### src/sv/rtgs_pkg.sv
`timescale 1ns / 1ps

package rtgs_pkg;

  // Smoothed rpm word and divide-by-ten reciprocal (floor(d/10) = (d*M)>>27 for d < 2^26)
  localparam int            SMOOTH_W    = 24;
  localparam int            DIV10_SHIFT = 27;
  localparam logic [23:0]   DIV10_MUL   = 24'hCCCCCD;
  localparam int            PROD_W      = 48;

  // Gear ratio: ratio_first + up to seven steps of 16 bits
  localparam int            RATIO_W     = 19;
  localparam int            SPEED_W     = 43;
  localparam logic [3:0]    GEAR_MIN    = 4'd1;
  localparam logic [3:0]    GEAR_MAX    = 4'd8;

  localparam int            CFG_IDX_W   = 3;

  typedef enum logic [CFG_IDX_W-1:0] {
    CFG_SHIFT_THRESHOLD = 3'd0,
    CFG_HOLDOFF_MS      = 3'd1,
    CFG_LOWEST_GEAR     = 3'd2,
    CFG_HIGHEST_GEAR    = 3'd3,
    CFG_RATIO_FIRST     = 3'd4,
    CFG_RATIO_STEP      = 3'd5
  } cfg_idx_t;

  typedef enum logic [1:0] {
    SHIFT_NONE = 2'd0,
    SHIFT_DOWN = 2'd1,
    SHIFT_UP   = 2'd2
  } shift_code_t;

  typedef enum logic [2:0] {
    ST_IDLE,
    ST_READ,
    ST_SMOOTH,
    ST_NEWER,
    ST_DECIDE,
    ST_SPEED,
    ST_OUT
  } state_t;

  typedef struct packed {
    logic [13:0] threshold;
    logic [15:0] holdoff;
    logic [3:0]  gear_lo;
    logic [3:0]  gear_hi;
    logic [15:0] ratio_first;
    logic [15:0] ratio_step;
  } cfg_t;

  typedef struct packed {
    logic [SMOOTH_W-1:0] goal;
    logic [31:0]         now_ms;
  } q_item_t;

  // Clamp a gear limit into one to eight
  function automatic logic [3:0] clamp_gear(input logic [3:0] g);
    logic [3:0] res;
    res = g;
    if (g < GEAR_MIN) res = GEAR_MIN;
    if (g > GEAR_MAX) res = GEAR_MAX;
    return res;
  endfunction

endpackage

### src/sv/rtgs_ram.sv
`timescale 1ns / 1ps

module rtgs_ram #(
  parameter int WIDTH = 14,
  parameter int DEPTH = 64
) (
  input  logic                     clk,
  input  logic                     we,
  input  logic [$clog2(DEPTH)-1:0] waddr,
  input  logic [WIDTH-1:0]         wdata,
  input  logic                     ra_en,
  input  logic [$clog2(DEPTH)-1:0] ra_addr,
  output logic [WIDTH-1:0]         ra_data,
  input  logic                     rb_en,
  input  logic [$clog2(DEPTH)-1:0] rb_addr,
  output logic [WIDTH-1:0]         rb_data
);

  logic [WIDTH-1:0] mem_r [DEPTH];
  logic [WIDTH-1:0] ra_data_r;
  logic [WIDTH-1:0] rb_data_r;

  // Write one word, read two registered
  always_ff @(posedge clk) begin
    if (we) mem_r[waddr] <= wdata;
    if (ra_en) ra_data_r <= mem_r[ra_addr];
    if (rb_en) rb_data_r <= mem_r[rb_addr];
  end

  assign ra_data = ra_data_r;
  assign rb_data = rb_data_r;

endmodule

### src/sv/rtgs_front.sv
`timescale 1ns / 1ps

module rtgs_front #(
  parameter int RPM_BITS = 14
) (
  input  logic              clk,
  input  logic              rst_n,
  input  logic              in_valid,
  output logic              in_ready,
  input  logic [13:0]       in_rpm_target,
  input  logic [31:0]       in_now_ms,
  output logic              q_valid,
  input  logic              q_pop,
  output rtgs_pkg::q_item_t q_item
);

  localparam int FRAC = rtgs_pkg::SMOOTH_W - RPM_BITS;
  localparam logic [rtgs_pkg::SMOOTH_W-1:0] RPM_MAX =
    rtgs_pkg::SMOOTH_W'((1 << RPM_BITS) - 1);

  rtgs_pkg::q_item_t item;
  rtgs_pkg::q_item_t slot_r [2];
  logic              wr_ptr_r;
  logic              rd_ptr_r;
  logic [1:0]        count_r;
  logic [1:0]        count_nxt;
  logic [rtgs_pkg::SMOOTH_W-1:0] tgt;
  logic              push;
  logic              pop;

  // Saturate the target and move it to the fixed-point grid
  always_comb begin
    tgt = rtgs_pkg::SMOOTH_W'(in_rpm_target);
    if (tgt > RPM_MAX) tgt = RPM_MAX;
    item.goal   = tgt << FRAC;
    item.now_ms = in_now_ms;
  end

  assign in_ready = (count_r != 2'd2);
  assign push     = in_valid && in_ready;
  assign pop      = q_pop && q_valid;
  assign q_valid  = (count_r != 2'd0);
  assign q_item   = slot_r[rd_ptr_r];

  always_comb begin
    count_nxt = count_r;
    if (push && !pop) count_nxt = count_r + 2'd1;
    if (!push && pop) count_nxt = count_r - 2'd1;
  end

  // Two-entry queue toward the back end
  always_ff @(posedge clk) begin
    if (!rst_n) begin
      wr_ptr_r <= 1'b0;
      rd_ptr_r <= 1'b0;
      count_r  <= 2'd0;
    end else begin
      if (push) begin
        slot_r[wr_ptr_r] <= item;
        wr_ptr_r         <= !wr_ptr_r;
      end
      if (pop) rd_ptr_r <= !rd_ptr_r;
      count_r <= count_nxt;
    end
  end

endmodule

### src/sv/rtgs_back.sv
`timescale 1ns / 1ps

module rtgs_back #(
  parameter int WINDOW   = 64,
  parameter int RPM_BITS = 14
) (
  input  logic              clk,
  input  logic              rst_n,
  input  rtgs_pkg::cfg_t    cfg,
  input  logic              q_valid,
  output logic              q_pop,
  input  rtgs_pkg::q_item_t q_item,
  output logic              out_valid,
  input  logic              out_ready,
  output logic [13:0]       out_smoothed_rpm,
  output logic [3:0]        out_gear_now,
  output logic [15:0]       out_road_speed,
  output logic [1:0]        out_shift_code
);

  localparam int SW_S  = rtgs_pkg::SMOOTH_W;
  localparam int HALF  = WINDOW / 2;
  localparam int OFS_C = WINDOW - HALF;
  localparam int AW    = $clog2(WINDOW);
  localparam int FW    = $clog2(WINDOW + 1);
  localparam int FRAC  = SW_S - RPM_BITS;
  localparam int SW    = RPM_BITS + $clog2(HALF + 1);
  localparam int LW    = 14 + $clog2(HALF + 1);
  localparam int CW    = (SW > LW) ? SW : LW;
  localparam int RW    = rtgs_pkg::RATIO_W;
  localparam int PW    = rtgs_pkg::SPEED_W;

  rtgs_pkg::state_t      state_r;
  rtgs_pkg::state_t      state_nxt;
  rtgs_pkg::shift_code_t code_r;
  rtgs_pkg::shift_code_t code_out_r;

  logic [AW-1:0]     head_r;
  logic [FW-1:0]     fill_r;
  logic [SW_S-1:0]   smooth_r;
  logic [SW-1:0]     older_r;
  logic [SW-1:0]     newer_r;
  logic [3:0]        gear_r;
  logic [31:0]       last_shift_r;

  logic [31:0]       now_r;
  logic [SW_S-1:0]   diff_r;
  logic              up_dir_r;
  logic [rtgs_pkg::PROD_W-1:0] prod_r;
  logic              va_r;
  logic              vb_r;
  logic              vc_r;
  logic [RPM_BITS-1:0] passing_r;
  logic              late_r;
  logic [LW-1:0]     limit_r;
  logic [RW-1:0]     ratio_cur_r;
  logic [RW-1:0]     ratio_sel_r;
  logic [PW-1:0]     prod2_r;

  logic              out_valid_r;
  logic [13:0]       smoothed_r;
  logic [3:0]        gear_out_r;
  logic [15:0]       speed_r;

  logic [AW:0]       sum_b;
  logic [AW:0]       sum_c;
  logic [AW-1:0]     slot_b;
  logic [AW-1:0]     slot_c;
  logic              full;
  logic              valid_a;
  logic              valid_b;
  logic              valid_c;
  logic [SW_S-1:0]   sample_w;
  logic [SW_S-1:0]   tenth;
  logic [PW-1:0]     spd_full;
  logic [CW-1:0]     od;
  logic [CW-1:0]     nw;
  logic [CW-1:0]     lim;
  logic              dn_cond;
  logic              up_cond;

  logic                ra_en;
  logic                rb_en;
  logic [AW-1:0]       ra_addr;
  logic                we;
  logic [RPM_BITS-1:0] rda;
  logic [RPM_BITS-1:0] rdb;
  logic                out_load;

  // Slots of the half boundaries relative to the oldest entry
  always_comb begin
    sum_b  = {1'b0, head_r} + (AW + 1)'(HALF);
    sum_c  = {1'b0, head_r} + (AW + 1)'(OFS_C);
    slot_b = (sum_b >= (AW + 1)'(WINDOW)) ? AW'(sum_b - (AW + 1)'(WINDOW)) : sum_b[AW-1:0];
    slot_c = (sum_c >= (AW + 1)'(WINDOW)) ? AW'(sum_c - (AW + 1)'(WINDOW)) : sum_c[AW-1:0];
  end

  // Slots not yet written since reset read as zero
  assign full    = (fill_r == FW'(WINDOW));
  assign valid_a = full || (FW'(head_r) < fill_r);
  assign valid_b = full || (FW'(slot_b) < fill_r);
  assign valid_c = full || (FW'(slot_c) < fill_r);

  assign sample_w = smooth_r >> FRAC;
  assign tenth    = SW_S'(prod_r >> rtgs_pkg::DIV10_SHIFT);
  assign spd_full = prod2_r >> (FRAC + 16);

  assign od      = CW'(older_r);
  assign nw      = CW'(newer_r);
  assign lim     = CW'(limit_r);
  assign dn_cond = (od > nw) && ((od - nw) > lim);
  assign up_cond = (nw > od) && ((nw - od) > lim);

  rtgs_ram #(
    .WIDTH (RPM_BITS),
    .DEPTH (WINDOW)
  ) u_window (
    .clk     (clk),
    .we      (we),
    .waddr   (head_r),
    .wdata   (sample_w[RPM_BITS-1:0]),
    .ra_en   (ra_en),
    .ra_addr (ra_addr),
    .ra_data (rda),
    .rb_en   (rb_en),
    .rb_addr (slot_b),
    .rb_data (rdb)
  );

  // Hold the state register
  always_ff @(posedge clk) begin
    if (!rst_n) state_r <= rtgs_pkg::ST_IDLE;
    else        state_r <= state_nxt;
  end

  // Step through one item: read, smooth, window, decide, speed, deliver
  always_comb begin
    state_nxt = state_r;
    q_pop     = 1'b0;
    ra_en     = 1'b0;
    rb_en     = 1'b0;
    ra_addr   = head_r;
    we        = 1'b0;
    out_load  = 1'b0;
    case (state_r)
      rtgs_pkg::ST_IDLE: begin
        if (q_valid) begin
          q_pop     = 1'b1;
          ra_en     = 1'b1;
          rb_en     = 1'b1;
          state_nxt = rtgs_pkg::ST_READ;
        end
      end
      rtgs_pkg::ST_READ: begin
        ra_en     = 1'b1;
        ra_addr   = slot_c;
        state_nxt = rtgs_pkg::ST_SMOOTH;
      end
      rtgs_pkg::ST_SMOOTH: state_nxt = rtgs_pkg::ST_NEWER;
      rtgs_pkg::ST_NEWER: begin
        we        = 1'b1;
        state_nxt = rtgs_pkg::ST_DECIDE;
      end
      rtgs_pkg::ST_DECIDE: state_nxt = rtgs_pkg::ST_SPEED;
      rtgs_pkg::ST_SPEED:  state_nxt = rtgs_pkg::ST_OUT;
      rtgs_pkg::ST_OUT: begin
        if (!out_valid_r || out_ready) begin
          out_load  = 1'b1;
          state_nxt = rtgs_pkg::ST_IDLE;
        end
      end
      default: state_nxt = rtgs_pkg::ST_IDLE;
    endcase
  end

  // Datapath registers
  always_ff @(posedge clk) begin
    if (!rst_n) begin
      head_r       <= '0;
      fill_r       <= '0;
      smooth_r     <= '0;
      older_r      <= '0;
      newer_r      <= '0;
      gear_r       <= rtgs_pkg::GEAR_MIN;
      last_shift_r <= '0;
      out_valid_r  <= 1'b0;
    end else begin
      // drop a taken beat, load a new one
      out_valid_r <= out_load || (out_valid_r && !out_ready);

      case (state_r)
        rtgs_pkg::ST_IDLE: begin
          if (q_valid) begin
            now_r <= q_item.now_ms;
            if (q_item.goal >= smooth_r) begin
              up_dir_r <= 1'b1;
              diff_r   <= q_item.goal - smooth_r;
            end else begin
              up_dir_r <= 1'b0;
              diff_r   <= smooth_r - q_item.goal;
            end
            va_r <= valid_a;
            vb_r <= valid_b;
            vc_r <= valid_c;
          end
        end
        rtgs_pkg::ST_READ: begin
          older_r     <= older_r + SW'(vb_r ? rdb : '0) - SW'(va_r ? rda : '0);
          prod_r      <= rtgs_pkg::PROD_W'(diff_r) * rtgs_pkg::PROD_W'(rtgs_pkg::DIV10_MUL);
          late_r      <= (now_r - last_shift_r) > 32'(cfg.holdoff);
          limit_r     <= LW'(cfg.threshold) * LW'(HALF);
          ratio_cur_r <= RW'(cfg.ratio_first) + RW'(gear_r - 4'd1) * RW'(cfg.ratio_step);
        end
        rtgs_pkg::ST_SMOOTH: begin
          passing_r <= vc_r ? rda : '0;
          smooth_r  <= up_dir_r ? (smooth_r + tenth) : (smooth_r - tenth);
        end
        rtgs_pkg::ST_NEWER: begin
          newer_r <= newer_r + SW'(sample_w[RPM_BITS-1:0]) - SW'(passing_r);
          head_r  <= (head_r == AW'(WINDOW - 1)) ? '0 : head_r + AW'(1);
          if (!full) fill_r <= fill_r + FW'(1);
        end
        rtgs_pkg::ST_DECIDE: begin
          if (dn_cond && late_r && (gear_r > cfg.gear_lo)) begin
            gear_r       <= gear_r - 4'd1;
            last_shift_r <= now_r;
            code_r       <= rtgs_pkg::SHIFT_DOWN;
            ratio_sel_r  <= ratio_cur_r - RW'(cfg.ratio_step);
          end else if (up_cond && late_r && (gear_r < cfg.gear_hi)) begin
            gear_r       <= gear_r + 4'd1;
            last_shift_r <= now_r;
            code_r       <= rtgs_pkg::SHIFT_UP;
            ratio_sel_r  <= ratio_cur_r + RW'(cfg.ratio_step);
          end else begin
            code_r       <= rtgs_pkg::SHIFT_NONE;
            ratio_sel_r  <= ratio_cur_r;
          end
        end
        rtgs_pkg::ST_SPEED: begin
          prod2_r <= PW'(smooth_r) * PW'(ratio_sel_r);
        end
        rtgs_pkg::ST_OUT: begin
          if (out_load) begin
            smoothed_r <= sample_w[13:0];
            gear_out_r <= gear_r;
            speed_r    <= (spd_full > PW'(16'hFFFF)) ? 16'hFFFF : spd_full[15:0];
            code_out_r <= code_r;
          end
        end
        default: ;
      endcase
    end
  end

  assign out_valid        = out_valid_r;
  assign out_smoothed_rpm = smoothed_r;
  assign out_gear_now     = gear_out_r;
  assign out_road_speed   = speed_r;
  assign out_shift_code   = code_out_r;

endmodule

### src/sv/rpm_trend_gear_selector_top.sv
`timescale 1ns / 1ps
// From the accepting edge an item passes the states READ, SMOOTH, NEWER, DECIDE,
// SPEED and OUT before out_valid rises; the back-end sequencer takes one item at a time
// (window reads on the RAM ports, divide-by-ten multiply, gear decision, speed multiply).
// Input queue of two lets up to two items wait while an item is in work.
// Reset: synchronous, active low; registers return to defaults, window reads as zero
// through a fill count, so no clearing pass is needed.
module rpm_trend_gear_selector_top #(
  parameter int WINDOW   = 64,
  parameter int RPM_BITS = 14
) (
  input  logic                           clk,
  input  logic                           rst_n,
  input  logic                           in_valid,
  output logic                           in_ready,
  input  logic [13:0]                    in_rpm_target,
  input  logic [31:0]                    in_now_ms,
  output logic                           out_valid,
  input  logic                           out_ready,
  output logic [13:0]                    out_smoothed_rpm,
  output logic [3:0]                     out_gear_now,
  output logic [15:0]                    out_road_speed,
  output logic [1:0]                     out_shift_code,
  input  logic                           cfg_valid,
  output logic                           cfg_ready,
  input  logic [rtgs_pkg::CFG_IDX_W-1:0] cfg_index,
  input  logic [15:0]                    cfg_data
);

  logic [13:0] threshold_r;
  logic [15:0] holdoff_r;
  logic [3:0]  lowest_r;
  logic [3:0]  highest_r;
  logic [15:0] ratio_first_r;
  logic [15:0] ratio_step_r;

  rtgs_pkg::cfg_t    cfg;
  rtgs_pkg::q_item_t q_item;
  logic              q_valid;
  logic              q_pop;

  assign cfg_ready = 1'b1;

  // Write configuration registers; unknown indexes are dropped
  always_ff @(posedge clk) begin
    if (!rst_n) begin
      threshold_r   <= 14'd30;
      holdoff_r     <= 16'd1000;
      lowest_r      <= 4'd1;
      highest_r     <= 4'd6;
      ratio_first_r <= 16'd393;
      ratio_step_r  <= 16'd328;
    end else if (cfg_valid && cfg_ready) begin
      case (cfg_index)
        rtgs_pkg::CFG_SHIFT_THRESHOLD: threshold_r   <= cfg_data[13:0];
        rtgs_pkg::CFG_HOLDOFF_MS:      holdoff_r     <= cfg_data;
        rtgs_pkg::CFG_LOWEST_GEAR:     lowest_r      <= cfg_data[3:0];
        rtgs_pkg::CFG_HIGHEST_GEAR:    highest_r     <= cfg_data[3:0];
        rtgs_pkg::CFG_RATIO_FIRST:     ratio_first_r <= cfg_data;
        rtgs_pkg::CFG_RATIO_STEP:      ratio_step_r  <= cfg_data;
        default: ;
      endcase
    end
  end

  // Clamp gear limits before use
  always_comb begin
    cfg.threshold   = threshold_r;
    cfg.holdoff     = holdoff_r;
    cfg.gear_lo     = rtgs_pkg::clamp_gear(lowest_r);
    cfg.gear_hi     = rtgs_pkg::clamp_gear(highest_r);
    cfg.ratio_first = ratio_first_r;
    cfg.ratio_step  = ratio_step_r;
  end

  rtgs_front #(
    .RPM_BITS (RPM_BITS)
  ) u_front (
    .clk           (clk),
    .rst_n         (rst_n),
    .in_valid      (in_valid),
    .in_ready      (in_ready),
    .in_rpm_target (in_rpm_target),
    .in_now_ms     (in_now_ms),
    .q_valid       (q_valid),
    .q_pop         (q_pop),
    .q_item        (q_item)
  );

  rtgs_back #(
    .WINDOW   (WINDOW),
    .RPM_BITS (RPM_BITS)
  ) u_back (
    .clk              (clk),
    .rst_n            (rst_n),
    .cfg              (cfg),
    .q_valid          (q_valid),
    .q_pop            (q_pop),
    .q_item           (q_item),
    .out_valid        (out_valid),
    .out_ready        (out_ready),
    .out_smoothed_rpm (out_smoothed_rpm),
    .out_gear_now     (out_gear_now),
    .out_road_speed   (out_road_speed),
    .out_shift_code   (out_shift_code)
  );

endmodule

### config.mk
export PLATFORM = sky130hd
export DESIGN_NAME = rpm_trend_gear_selector_top
export DESIGN_NICKNAME = d
export VERILOG_FILES = /design/src/sv/rtgs_pkg.sv /design/src/sv/rtgs_ram.sv /design/src/sv/rtgs_front.sv /design/src/sv/rtgs_back.sv /design/src/sv/rpm_trend_gear_selector_top.sv
export SDC_FILE = /design/constraint.sdc
export NUM_CORES = 2
export LEC_CHECK = 0
export BUFFER_PORTS_ARGS = -buffer_cell sky130_fd_sc_hd__buf_4
export CORE_ASPECT_RATIO = 0.7
export CORE_MARGIN = 5
export CORE_UTILIZATION = 50
export DETAILED_ROUTE_END_ITERATION = 7
export PLACE_DENSITY_LB_ADDON = 0.2
export SLEW_MARGIN = 20
export SYNTH_ARGS = -nofsm -noshare
export SYNTH_HDL_FRONTEND = slang
export SYNTH_SLANG_ARGS = --single-unit
### constraint.sdc
create_clock -name clk -period 7.05 [get_ports clk]
set_clock_uncertainty 0.15 [all_clocks]
set_input_delay 0 -clock clk [delete_from_list [all_inputs] [get_ports clk]]
set_output_delay 0 -clock clk [all_outputs]
set_load 0.1 [all_outputs]
==> flow_metrics.py <==
metrics = {
    "critical_path": {
        "path_class": "reg2reg",
        "cp-end-kind": "flip-flop",
        "max_stage_delay_ns": 0.57,
        "start_kind": "flip-flop",
        "cp_data_arrival_time_ns": 7.35,
        "crit_top_cell": "fa_1",
        "required_ns": 7.42,
        "cp_max_fo": 5,
        "path_cells": "ha_4 > inv_1 > fa_1 > fa_2 > fa_1 > inv_1 > fa_1 > fa_1 > fa_1 > ha_4 > a21oi_1 > o21ai_1 > and2_1 > o41a_1 > o22a_4 > o311a_4 > buf_6 > o31a_1 > buf_4 > o21a_1 > nor3_2 > nor2_1",
        "critPathSlowestCell": "fa_1",
    },
    "clock_tree": {
        "numCtsBuffers": 137,
        "root_buffer": "clkbuf_16",
        "clkSlewWorstSetupHoldPaths_ns": 0.07,
        "cts_buffer_depth": 3,
        "clock_sinks": 1410,
        "cts_tree": "yes",
        "htreeDepth": 4,
        "clk_latency_ns": 0.81,
    },
    "sta": {
        "report.final.slew_viol_count": 0,
        "finalSetupViolCount": 0,
        "rsz0062_at_grt": "yes",
        "holdWs_ns": 0.117,
        "timing.final.crit_share": 0.991,
        "slew_headroom": 0.240,
        "hold_viol": 0,
        "period_needed_ns": 6.99,
        "tightest_slew_ns": 1.14,
        "max_freq_ghz": 0.143,
    },
    "cells_and_area": {
        "mostFrequentLayoutCells": "inv_1 (1280), edfxtp_1 (1218), fa_1 (725)",
        "layout_commonest_cell": "inv_1",
        "nFillCells": 15200,
        "syn_to_final_growth_pct": 13.5,
        "drive_above_1_share": 0.111,
        "nets": 10000,
        "stdcell_count": 11100,
    },
    "die": {
        "die-height_um": 369,
        "rows": 131,
        "coreArea_um2": 183000,
        "initial_core_util": 0.504,
        "die-area_um2": 193000,
        "pin_count": 109,
        "die_w_um": 523,
    },
    "synthesis": {
        "syn_nets": 9612,
        "synth.distinct_cells": 106,
        "synth_cells": 8107,
        "synth_area_um2": 92000,
        "synth_edf_count": 1218,
        "ys_seq_elements": 1410,
        "synth_warnings": 0,
        "ys_seq_area_frac": 0.439,
        "synth_async_sr_flop_share": 0,
        "synth_ff_type": "edfxtp_1",
        "syn_avg_cell_area_um2": 11.4,
    },
    "worst_hold_path": {
        "hold_path_class": "in2reg",
    },
    "placement": {
        "placedCellCount": 10700,
        "numPortBuffers": 107,
        "gp_congestion": 0.927,
        "dp.final_hpwl_um": 189000,
    },
    "global_route": {
        "grt_max_degree": 105,
        "grt_overflow": 0,
        "busiest_layer": "met1",
        "met1_usage": 0.422,
        "grt_pass1_wl_um": 399000,
        "grt_pass1_vias": 62900,
        "grt_use_total": 0.272,
        "antenna_found_initial": 9,
        "met3_usage": 0.0563,
        "use_met2": 0.395,
    },
    "route": {
        "drt-initial-drc-count": 6699,
        "wl_per_cell_um": 23.8,
        "ant_nets": 0,
        "dr.pass1.iters": 6,
        "via_per_inst": 5.72,
        "vias": 63500,
        "wl_um": 264000,
        "drc": 0,
    },
    "outcome": {
        "status": "complete, no violations",
    },
    "flow_run": {
        "drv_cap": 0,
    },
}
cells by family after synthesis:
group	count (synthesis)	synth area share
adders and majority gates	1435	0.255
xor gates and xnor gates	203	0.0193
other	1	0.0000408
DFF	1410	0.439
muxes	151	0.0176
AOI/OAI and AO/OA	1408	0.104
and+or+nand+nor	1875	0.0976
buffers and inverters	1624	0.0669
registers in the layout, indices dropped and copies added (netlist names), 16 cells and up, named ones only:
signal / count
ratio_step_r: 16
u_back.out_road_speed: 16
holdoff_r: 16
u_back.od: 20
u_back.newer_r: 20
u_back.prod_r: 21
u_back.prod2_r: 17
ratio_first_r: 16
u_back.diff_r: 24
u_back.ratio_sel_r: 19
u_back.u_window.mem_r: 896
u_back.smooth_r: 24
u_back.last_shift_r: 32
u_back.ratio_cur_r: 19
u_back.now_r: 32
u_front.slot_r: 92
Yosys cell counts (all sizes together), types with 93 or more instances:
master     n  share of area
a22oi    223          0.018
and2     279          0.019
edfxtp  1218           0.40
clkbuf   284          0.012
mux2i     93          0.010
dfxtp    192          0.042
ha       698          0.095
fa       737           0.16
nor3     104         0.0057
nand3    139         0.0076
nand2    669          0.027
xnor2    134          0.013
nor2     363          0.015
inv     1287          0.052
o21ai    209          0.011
a21oi    393          0.022
metal layers:
| layer | share of wire | up-vias |
|---|---|---|
| met5 | 0.00012 | - |
| met4 | 0.018 | 6 |
| met3 | 0.093 | 270 |
| met2 | 0.43 | 2607 |
| met1 | 0.46 | 31900 |
| li1 | - | 28700 |
path summary, 6_finish.rpt:
| path | from | endpoint | slack (ns) | cells past startpoint |
|---|---|---|---|---|
| min reg2reg | threshold_r[5] | u_back.lim[10] | 0.28 | 0 |
| max | u_back.diff_r[7] | u_back.prod_r[39] | 0.06 | 22 |
| min | cfg_index[1] | ratio_first_r[10] | 0.12 | 5 |
| max reg2reg | u_back.diff_r[7] | u_back.prod_r[39] | 0.06 | 22 |
worst max-delay path, delay by kind of cell, from the launching register on:
kind,cells,cell delay [ns]
AOI/OAI and AO/OA,7,1.68
adders and majority gates,8,3.67
buffers and inverters,4,0.39
DFF,1,0.52
and+or+nand+nor,3,0.32
repair_timing:
item | CTS | global route
setup buffers | 10 | 22
endpoints found under the hold margin | 277 | 0
gates resized for setup | 26 | 83
endpoints found under the setup margin | 15 | 28
gates cloned | 0 | 1
pin swaps | 5 | 47
hold buffers | 148 | 0
layout make-up:
class / instances / area, um2 / share of cell area
clock buffers: 171 / 3580 / 0.0343
inverters: 1288 / 4840 / 0.0463
multi-input cells: 5074 / 46200 / 0.442
well taps: 2460 / 3080 / 0.0295
flip-flops and latches: 1410 / 40500 / 0.388
repair buffers: 627 / 5220 / 0.0500
clock inverters: 75 / 1050 / 0.0101
diodes: 1 / 2.50 / 0.0000240
stage by stage:
step	TNS (ns)	worst slack, ns	utilization	cell area, um2
2_1_floorplan	0	0.0771	-	92000
3_3_place_gp	-0.717	-0.261	0.534	97500
3_5_place_dp	-1.03	-0.221	0.534	97500
4_1_cts	-0.0136	-0.0136	0.569	104000
5_1_grt	-0.641	-0.150	0.572	104000
6_report	0	0.0622	0.572	104000
Power is not shown: default switching activity piles up to over one toggle a cycle in this logic, so the estimate is an artifact.
